==> src/design/pfsa_pkg.sv <==
// Shared widths, reset value, and command, state and status types of the free-slot allocator.
package pfsa_pkg;

    localparam int POS_W   = 13;
    localparam int SLOT_W  = 13;
    localparam int COUNT_W = 13;

    localparam logic [COUNT_W-1:0] SLOT_COUNT_RST = 13'd4096;

    typedef enum logic [2:0] {
        OP_NONE,
        OP_CLEAR,
        OP_ACCEPT,
        OP_START,
        OP_DESC,
        OP_PICK,
        OP_DESC2,
        OP_ASC
    } op_t;

    typedef enum logic [2:0] {
        ST_CLEAR,
        ST_IDLE,
        ST_START,
        ST_DESC,
        ST_PICK,
        ST_DESC2,
        ST_ASC,
        ST_FIN
    } state_t;

    typedef struct packed {
        op_t  op;
        logic publish;
    } cmd_t;

    typedef struct packed {
        logic clear_last;
        logic zero_bound;
        logic root_full;
        logic stop;
        logic leaf_hit;
        logic cand_ok;
        logic cand_leaf;
        logic asc_more;
        logic out_free;
    } status_t;

endpackage

==> src/design/pfsa_ctrl.sv <==
// Sequencing state machine of the free-slot allocator: clear, descend, backtrack, update, publish.
module pfsa_ctrl (
    input  logic               clk,
    input  logic               rst_n,
    input  logic               in_valid,
    output logic               in_ready,
    input  pfsa_pkg::status_t  status,
    output pfsa_pkg::cmd_t     cmd
);

    pfsa_pkg::state_t state_reg;
    pfsa_pkg::state_t state_next;

    always_ff @(posedge clk or negedge rst_n)
    begin
        if (!rst_n)
        begin
            state_reg <= pfsa_pkg::ST_CLEAR;
        end
        else
        begin
            state_reg <= state_next;
        end
    end

    always_comb
    begin
        state_next  = state_reg;
        cmd.op      = pfsa_pkg::OP_NONE;
        cmd.publish = 1'b0;
        in_ready    = 1'b0;
        case (state_reg)
            pfsa_pkg::ST_CLEAR:
            begin
                cmd.op = pfsa_pkg::OP_CLEAR;
                if (status.clear_last)
                begin
                    state_next = pfsa_pkg::ST_IDLE;
                end
            end
            pfsa_pkg::ST_IDLE:
            begin
                in_ready = 1'b1;
                if (in_valid)
                begin
                    cmd.op     = pfsa_pkg::OP_ACCEPT;
                    state_next = pfsa_pkg::ST_START;
                end
            end
            pfsa_pkg::ST_START:
            begin
                cmd.op = pfsa_pkg::OP_START;
                if (status.zero_bound || status.root_full)
                begin
                    state_next = pfsa_pkg::ST_FIN;
                end
                else
                begin
                    state_next = pfsa_pkg::ST_DESC;
                end
            end
            pfsa_pkg::ST_DESC:
            begin
                cmd.op = pfsa_pkg::OP_DESC;
                if (status.stop)
                begin
                    state_next = pfsa_pkg::ST_PICK;
                end
                else if (status.leaf_hit)
                begin
                    state_next = pfsa_pkg::ST_ASC;
                end
            end
            pfsa_pkg::ST_PICK:
            begin
                cmd.op = pfsa_pkg::OP_PICK;
                if (!status.cand_ok)
                begin
                    state_next = pfsa_pkg::ST_FIN;
                end
                else if (status.cand_leaf)
                begin
                    state_next = pfsa_pkg::ST_ASC;
                end
                else
                begin
                    state_next = pfsa_pkg::ST_DESC2;
                end
            end
            pfsa_pkg::ST_DESC2:
            begin
                cmd.op = pfsa_pkg::OP_DESC2;
                if (status.leaf_hit)
                begin
                    state_next = pfsa_pkg::ST_ASC;
                end
            end
            pfsa_pkg::ST_ASC:
            begin
                cmd.op = pfsa_pkg::OP_ASC;
                if (!status.asc_more)
                begin
                    state_next = pfsa_pkg::ST_FIN;
                end
            end
            pfsa_pkg::ST_FIN:
            begin
                if (status.out_free)
                begin
                    cmd.publish = 1'b1;
                    state_next  = pfsa_pkg::ST_IDLE;
                end
            end
            default:
            begin
                state_next = pfsa_pkg::ST_IDLE;
            end
        endcase
    end

endmodule

==> config.mk <==
export PLATFORM = sky130hd
export DESIGN_NAME = pfsa_ctrl
export DESIGN_NICKNAME = d
export VERILOG_FILES = /design/src/design/pfsa_pkg.sv /design/src/design/pfsa_ctrl.sv
export SDC_FILE = /design/constraint.sdc
export NUM_CORES = 1
export LEC_CHECK = 0
export BUFFER_PORTS_ARGS = -buffer_cell sky130_fd_sc_hd__buf_2
export CAP_MARGIN = 20
export CORE_AREA = 2 2 39 41
export CTS_CLUSTER_DIAMETER = 200
export DETAILED_ROUTE_END_ITERATION = 12
export DIE_AREA = 0 0 41 43
export PLACE_DENSITY = 0.55
export RECOVER_POWER = 50
export SLEW_MARGIN = 10
export SYNTH_ARGS = -nofsm -noshare
export SYNTH_HDL_FRONTEND = slang
export SYNTH_SLANG_ARGS = --single-unit
==> constraint.sdc <==
create_clock -name clk -period 1.2 [get_ports clk]
set_input_delay 0.12 -clock clk [delete_from_list [all_inputs] [get_ports clk]]
set_output_delay 0.12 -clock clk [all_outputs]
set_load 0.05 [all_outputs]
Word level (Yosys, flattened, before mapping)
Cells that the tools add are included.
{ "totals": {"register_bits": 3, "latchBits": 0, "ramBits": 0, "rom_bits": 0, "output_inout_bits": 5, "word_cells": 30, "memories": 0} }
{ "op_classes": {"n_addsub": 0, "multipliers": 0, "div": 0, "order_cmp": 0, "eq_ne": 11, "shift": 0, "n_mux": 15, "bitwise_logic": 0, "n_reduce_logical": 3} }
{ "ops": {"columns": ["operator", "count"], "rows": [
  ["3-bit one-hot mux with 8 select lines", 1],
  ["3-bit two-way mux", 7],
  ["3-bit one-hot mux with 7 select lines", 1],
  ["3-bit == test (second input constant)", 4],
  ["2-bit != test (second input constant)", 4],
  ["3-bit by 2-bit == test with 1-bit output (second input constant)", 2],
  ["2-bit two-way mux", 3],
  ["4-bit AND reduction", 1],
  ["3-bit by 1-bit == test with 1-bit output (second input constant)", 1],
  ["3-bit logical NOT", 1],
  ["1-bit two-way mux", 3],
  ["1-bit logical OR", 1]
]} }

Depth between registers and ports, before layout
Gate-level depths: netlist of the first run.
{ "logic_depth": {"ltp_word": 3, "mapped_depth": 5} }

Worst setup path after synthesis of the first run
OpenSTA, ideal clock, no wires.
{ "synth_path": {"path_kind": "reg2out", "start": "register state_reg[1]", "end": "output port cmd[2] (netlist bit)", "t_arrival_ns": 1.840, "t_required_ns": 1.080, "setup_slack_ns": -0.760, "stages_incl_launch_ff": 4, "path_buffers": 1, "path_cell_list": "dfrtp_1 > buf_2 > or2b_1 > o21ai_0"} }
{ "synth_rtl": {"columns": ["element", "line_no", "rtl"], "rows": [
  ["start: declaration", "pfsa_ctrl.sv:11", "pfsa_pkg::state_t state_reg;"],
  ["start signal: assignment", "pfsa_ctrl.sv:18", "state_reg <= pfsa_pkg::ST_CLEAR;"],
  ["start signal: assignment", "pfsa_ctrl.sv:22", "state_reg <= state_next;"],
  ["end: declaration", "pfsa_ctrl.sv:8", "output pfsa_pkg::cmd_t cmd"]
]} }

==> flow_results.org, run 1 <==
** STA
- For the pin with the worst max-slew slack, the measured transition is 0.274 ns.
- Summed negative setup slack over all endpoints :: -0.417 ns
- Total count of hold-check failures in the final report :: 0
- Setup violations remaining at the end of the flow were counted as 5.
- Derived from the worst setup path, the maximum achievable clock frequency is 732 MHz.
- Minimum clock period :: ~1.4 ns
- On the final layout, the worst hold slack is 0.129 ns.
- RSZ-0062 raised after global routing :: true
- The final critical path takes up 114% of the cycle.
- Measured against its own limit, the worst slew margin works out to 81.7%.
- Setup ws final :: -0.165 ns
- Clock tree skew after final layout :: 0.00829 ns
- Fin. max-slew vios :: 0

** Die
- Overall die width :: ~41 um
- The total area inside the core boundary comes to roughly 0.0014 mm^2.
- Initial core utilization :: 21.2%
- From bottom edge to top edge, the die measures 43 um.
- In this run the count of I/O pins placed on the die edge is 17.
- The die covers around 0.0018 mm^2.
- Row cnt :: 14

** Setup path
- For the worst setup path, the data required time is around 1.1 ns.
- Family with the most delay on the worst path :: buffers and inverters
- Most numerous cell on the critical path :: buf_6
- The worst setup path is launched from a flip-flop.
- The largest single stage delay on the critical path is 0.40 ns.
- Crit path buf inv count :: 3
- Peak fanout along the critical path :: 6
- The worst setup path is of the flip-flop to output port kind.
- Cell breakdown of the critical path :: buf_6, clkinvlp_4, nand2_2, o21ai_4, buf_6
- Endpoint class of the critical path :: output port
- Cell with the largest stage delay on the worst path :: dfrtp_1
- Data on the critical path arrives at its endpoint at 1.25 ns.
- Setup slack of the worst register-to-register path :: 0.01 ns

** Pwr
- The design draws 1.77 mW.
- Leak Pwr :: roughly 0.25 nW
- Maximum resistive drop on vdd :: ~1300 uV
- Dividing total power by cell area gives a power density of 3190 mW/mm^2.

** Detailed routing
- First-pass DRT Iterations :: 4
- First-iteration detailed-routing DRC count :: 6
- The routed design has between 800 and 900 um of wire.
- DRT antenna net count :: 0
- Drt wl/cell :: 10.4 um
- DRC violations left :: 0
- Total number of vias :: 369
- Dividing the detail-routed via count by the number of cells gives 4.56.

** Clock network
- The later pin in the worst-skew pair is clocked with a latency of 0.24 ns.
- TritonCTS Sinks :: 3
- Number of buffers created by CTS :: 3
- Maximum count of clock buffers along a single path :: 2
- Clock edge transition at the registers on the reported setup and hold paths :: 0.03 ns
- TritonCTS built the clock tree.
- In this run the clock root is driven by a clkbuf_4.
- In this run the number of H-tree levels came out at 1.

** Synth
- Simple-Gate Fraction of Synth Area :: 25.1%
- After synthesis, the cell types taking the most area are dfrtp_1, nor2_1, o21ai_0.
- Synthesis handed over a netlist of 39 instances.
- Post-synthesis net count :: 51
- Summing the areas of all fa, ha and maj instances in the mapped netlist gives 0% of the synthesized area.
- Of the total synthesized cell area, the portion taken by XOR and XNOR cells is 2.98%.
- Flops & latches, synth :: 3
- Number of distinct library cell variants in the gate-level netlist after synthesis :: 23
- Cell type with the largest total area after synthesis :: dfrtp_1
- Multiplexer share of the synthesized area :: around 3.8%
- Sequential area share after synthesis :: 25.5%
- Summing the areas of all compound-gate instances in the mapped netlist gives between 30% and 40% of the synthesized area.
- The mapped netlist covers between 200 and 300 um^2.
- By area, the combinational part of the netlist is dominated by compound AO/OA/AOI/OAI gates.
- The average instance in the mapped netlist occupies 7.54 um^2.
- Synth top area share :: approximately 26%
- During synthesis, Yosys emitted a total of 0 warnings.

** Global route
- Entering global routing, the biggest net connects 7 pins.
- Global routing used 10.6% of the available tracks.
- Number of antenna violations at the first check in global routing :: 0
- The number of global-route vias before repair came to 339.
- Global routing finished with a remaining overflow of 0.
- Wire length of the first global-routing pass :: 1240 um

** Cells and area
- Final instance area :: around 550 um^2
- The post-route netlist has 58.5% of its cells at a drive strength greater than 1.
- Final standard cell count with taps included and fillers excluded :: 81
- Footprint of the multi-input gates :: 233 um^2
- The number of antenna diodes in the final layout is 0.
- In the layout the commonest cells are buf_2, buf_6, buf_4, nor2_1.
- Leaving out fill and tap cells, the most frequent cell in the layout is buf_2.
- After filler insertion, the fill cell instance count of the layout stands at 140.
- Registers take 76.3 um^2.
- Number of nets at the end of the flow :: 78
- Number of flip-flops under the largest register name :: 3
- Synthesis-to-finish area growth :: 88.5%
- Utilization of the core after routing :: 40.1%

** Worst hold path
- In this run the worst hold path is classified as primary input to flip-flop.

** Placed design
- Number of buffers added on ports :: 16
- OpenSTA, run right after detailed placement, puts the worst setup slack at -0.0235 ns.
- Dpl cell area :: between 400 and 500 um^2
- Final RePlAce weighted congestion :: 0.749
- In this run, placement finished with an instance count of 74.
- Detailed placement ended at an HPWL of 663 um.

** Job
- The tool flagged a number of max-cap violations equal to 0.

** Outcome
- Status :: finished, violations left
- Failing checks :: setup timing
-- metal layers --
metal | routed length, um | GRT usage, %
met5 | 0 | 0
met4 | 0 | 8.00
met3 | 45 | 1.57
met1 | 367 | 12.6
met2 | 433 | 15.9
-- power by group --
| part | switching [mW] | total [mW] | internal, mW |
|---|---|---|---|
| Clock | 0.0544 | 0.179 | 0.125 |
| Sequential | 0.0657 | 0.218 | 0.153 |
| Combinational | 0.738 | 1.37 | 0.630 |
| Total | 0.858 | 1.77 | 0.908 |
-- synthesized netlist by cell type --
cell type,count
nand2b_4,1
mux2_2,1
o21ai_0,3
a211oi_1,1
nand2b_1,1
a21boi_0,1
o21a_1,1
a21oi_1,2
nor2_1,7
a31o_1,1
xnor2_1,1
inv_1,2
buf_2,1
o22a_1,1
a2bb2oi_1,1
o31ai_1,1
nor3_1,1
buf_4,1
buf_6,1
or2b_1,1
o22ai_1,2
nand2_1,4
dfrtp_1,3
-- layout make-up --
| class | instances | area share (%) |
|---|---|---|
| Multi-Input combinational cell | 31 | 42.0 |
| Tap cell | 16 | 3.61 |
| Sequential cell | 3 | 13.8 |
| Timing Repair Buffer | 25 | 33.9 |
| Clock buffer | 4 | 4.74 |
| Inverter | 2 | 2.03 |
-- final timing paths --
kind                              startpoint           end  depth (start not counted)
worst max-delay path            state_reg[0]        cmd[2]                          5
worst min-delay path               status[4]  state_reg[0]                          2
worst max register to register  state_reg[0]  state_reg[0]                          4
worst min register to register  state_reg[0]  state_reg[1]                          2
max in group asynchronous              rst_n  state_reg[2]                          2
min in group asynchronous              rst_n  state_reg[1]                          2
-- kinds of logic after synthesis --
| family | count (synthesis) |
|---|---|
| mux | 1 |
| compound gates | 14 |
| xor+xnor | 1 |
| buf+inv | 5 |
| flops | 3 |
| simple gates | 15 |
-- worst reg2reg max path, delay by kind of cell (launching register included) --
kind                   cells  cell delay (ns)
buffers and inverters      3             0.44
flip-flops                 1             0.40
AO/OA/AOI/OAI              1             0.25
-- timing repair --
action                                  CTS  global route
hold endpoints to repair                  3             0
hold buffers                              1             0
buffers inserted                          0             2
endpoints found under the setup margin    5             8
pin swaps                                 1             3
resized for setup                         8             9
Note: power is estimated with default switching activity, not from simulation.
==> run 2, diff against run 1 <==
--- a/config.mk
+++ b/config.mk
@@ -5,13 +5,14 @@
 export SDC_FILE = /design/constraint.sdc
 export NUM_CORES = 1
 export LEC_CHECK = 0
+export ABC_AREA = 1
 export BUFFER_PORTS_ARGS = -buffer_cell sky130_fd_sc_hd__buf_2
 export CAP_MARGIN = 20
 export CORE_AREA = 2 2 39 41
 export CTS_CLUSTER_DIAMETER = 200
 export DETAILED_ROUTE_END_ITERATION = 12
 export DIE_AREA = 0 0 41 43
-export PLACE_DENSITY = 0.55
+export PLACE_DENSITY = 0.58
 export RECOVER_POWER = 50
 export SLEW_MARGIN = 10
 export SYNTH_ARGS = -nofsm -noshare
==> flow_results.org, run 2 <==
** Detailed routing
- The vias after detailed routing is 441 (+20%).
- DRT antenna net count :: 0 (unchanged)
- DRC violations left :: 0 (unchanged)
- The routed wire length came to 831 um (-1.8%).
- Drt wl/cell :: 8.07 um (-23%)
- First-pass DRT Iterations :: 3 (-1)
- The initial detailed-routing violation count is 5 (-1).
- The average vias per placed instance was 4.28 (-6.0%).

** Clock network
- Number of buffers created by CTS :: 3 (unchanged)
- The deepest level of the CTS H-tree was 1 (unchanged).
- TritonCTS built the clock tree.
- The clock latency at the later pin of the worst-skew pair was 0.23 ns (about the same).
- The number of buffers on the longest clock path was 2 (unchanged).
- The CTS clock-pin slew for the worst setup and hold paths is 0.04 ns (about the same).
- The root buffer cell chosen for the clock tree is clkbuf_4.
- TritonCTS Sinks :: 3 (unchanged)

** Setup path
- Source of the critical timing path :: state_reg[1]
- The signal on the critical path passes through nor2_4, o21ai_2, nand2_2, buf_8.
- The setup path with the least slack is of type flip-flop to output port.
- The worst path arrival time was 1.14 ns (-0.11 ns).
- In this run the critical register-to-register path is launched from state_reg[1].
- Broken down by cell family, the worst path's largest delay share belongs to flip-flops.
- Endpoint class of the critical path :: output port
- The endpoint required time on the critical path is 1.08 ns (about the same).
- Delay of the slowest cell on the worst path :: 0.46 ns (+0.06 ns)
- The number of buffer and inverter stages on the critical path came to 1 (-2).
- STA classifies the critical path startpoint as a flip-flop.
- Cell with the largest stage delay on the worst path :: dfrtp_2
- Peak fanout along the critical path :: 6 (unchanged)

** Cells and area
- The final cell utilization of the core was 41.4% (+1.4 points).
- Number of nets at the end of the flow :: 100 (+28%)
- Number of flip-flops under the largest register name :: 3 (unchanged)
- Fill cell count :: 156 (+11%)
- Relative to the synthesized area, the layout overhead comes to 70.9%.
- The fraction of final layout cells with drive strength greater than 1 is 46.0% (-12 points).
- Most frequent standard cell in the layout excluding fill and tap cells :: nand2_1
- The number of antenna repair diodes came to 0 (unchanged).
- The register cell area after layout was 78.8 um^2 (+3.3%).
- Commonest cells after routing, fill and taps aside :: nand2_1, buf_2, inv_1, nor2_1, buf_4
- Footprint of the multi-input gates :: 253 um^2 (+8.6%)

** Die
- Die Y-Extent :: 43 um (unchanged)
- Initial core utilization :: 24.2% (+3.0 points)
- Overall die width :: 41 um (unchanged)
- I/O pin cnt :: 17 (unchanged)
- The count of standard-cell rows is 14 (unchanged).
- The die area came to 0.00176 mm^2 (unchanged).
- The area of the core was 0.00138 mm^2 (unchanged).

** Global route
- The wire length of the first global-routing pass was 1440 um (+16%).
- The pin count of the biggest net entering global routing came to 8 (+1).
- The total routing resource utilization after global routing is 12.2% (+1.6 points).
- The global route total overflow is 0 (unchanged).
- The number of antenna violations at the first check in global routing is 0 (unchanged).
- Via count of the first global-routing pass :: 399 (+18%)

** Pwr
- The power per unit of standard cell area was 3220 mW/mm^2 (+1.2%).
- The total leakage power is 0.323 nW (+30%).
- The maximum resistive drop on vdd was 1080 uV (-19%).
- Post-layout power :: 1.85 mW (+4.6%)

** Synth
- Mapped cell area :: 335 um^2 (+14%)
- Total number of yosys warnings :: 0 (unchanged)
- The sequential fraction of the synthesis area is 22.4% (-3.1 points).
- The cell count after synthesis was 62 (+59%).
- Synth top area share :: 29.1% (+3.6 points)
- The fraction of registers with async set or reset after synthesis is 100% (unchanged).
- Cell type with the largest total area after synthesis :: nand2_1
- Yosys attributes the largest share of cell area to nand2_1, dfrtp_1, inv_1.
- For this run, the leading register cell type out of synthesis is dfrtp_1.
- Post-synth EDFFs :: 0 (unchanged)
- The number of distinct library cell variants in the gate-level netlist after synthesis was 15 (-35%).
- The total nets after synthesis came to 74 (+45%).
- Among all cell types in the netlist, the one instantiated most often is nand2_1.
- The count of state elements after synthesis came to 3 (unchanged).
- By count the netlist is led by nand2_1, inv_1, nor2_1, nand3_1.
- The post-synthesis area per instance is 5.41 um^2 (-28%).

** Placed design
- Sum of net half-perimeters after detailed placement :: 653 um (-1.6%)
- Number of buffers added on ports :: 16 (unchanged)
- Pre-CTS worst setup slack :: -0.0827 ns (-0.0592 ns)
- Final RePlAce weighted congestion :: 0.741 (-1.1%)

** Job
- Max-capacitance violation count :: 0 (unchanged)

** STA
- Setup repair after global routing could not meet its margin everywhere.
- The pin slew with the least headroom to its limit came to 0.253 ns (-0.0211 ns).
- Fin. max-slew vios :: 0 (unchanged)
- The final setup TNS came to -0.206 ns (+0.212 ns).
- Total count of hold-check failures in the final report :: 0 (unchanged)
- The number of setup violations in the final report was 6 (+1).
- The peak clock frequency supported by timing was 792 MHz (+8.2%).
- Clock tree skew after final layout :: 0.000834 ns (-0.00746 ns)
- Setup ws final :: -0.0620 ns (+0.103 ns)
- Tcrit/Tclk final :: 105% (-8.6 points)
- The worst hold margin was 0.230 ns (+0.101 ns).
- Worst slew slack as a fraction of its limit :: 83.3% (+1.6 points)
- Minimum clock period :: 1.26 ns (-0.103 ns)

** Outcome
- Status :: finished, violations left
- Failing checks :: setup timing

** Worst hold path
- Min-Delay Path Class :: primary input to asynchronous set/reset pin
## run 2: cell count changes in the layout (fill, tap and decap cells not counted), moves of 3 or more
cell     change
buf_6        -5
nand3_1      +4
inv_1        +6
nand2_1     +19
nand2_2      +3
## run 2: through the flow
stage	std cells	area (um^2)
after floorplan	62	343
after global placement	95	453
after detailed placement	95	453
after CTS	103	559
after global routing	103	573
final	103	573
## run 2: report_power, final
part | switching, mW | internal (mW) | total [mW]
sequential | 0.135 | 0.171 | 0.306
combinational | 0.825 | 0.544 | 1.37
clock | 0.0480 | 0.124 | 0.172
## run 2: kinds of logic (layout without fill, tap and decap cells)
logic type      after synthesis  after routing  synth area share, %
compound gates                5              5                 8.58
simple gates                 44             44                 57.5
buf+inv                      10             35                 11.6
flops                         3              3                 22.4
## run 2: cell type report
cell class / instances / area share [%]
clock buffer: 4 / 4.59
inverter: 9 / 6.33
multi-input combinational: 49 / 44.1
sequential: 3 / 13.8
tap: 16 / 3.49
timing repair buffer: 22 / 27.7
## run 2: final timing paths
kind / slack (ns) / end / depth (start not counted)
min in group clk: 0.24 / state_reg[2] / 5
hold / removal: 0.23 / state_reg[0] / 2
setup reg to reg: -0.05 / state_reg[1] / 6
setup / recovery: -0.06 / cmd[2] / 4
max in group asynchronous: 0.80 / state_reg[2] / 2
hold reg to reg: 0.69 / state_reg[0] / 3
## run 2: what timing repair did
action,4_1_cts,5_1_grt
pin swaps,2,2
buffers inserted,3,0
hold buffers,1,0
resized for setup,17,5
setup endpoints to repair,7,7
endpoints found under the hold margin,3,0
gates cloned,0,0
## run 2: layer usage
layer  track usage [%]  up-vias  wire length, um
met1              11.3      192              346
met2              21.3        8              447
li1                  -      241                -
met4              8.00        0                0
met5                 0        -                0
met3              3.14        0               37
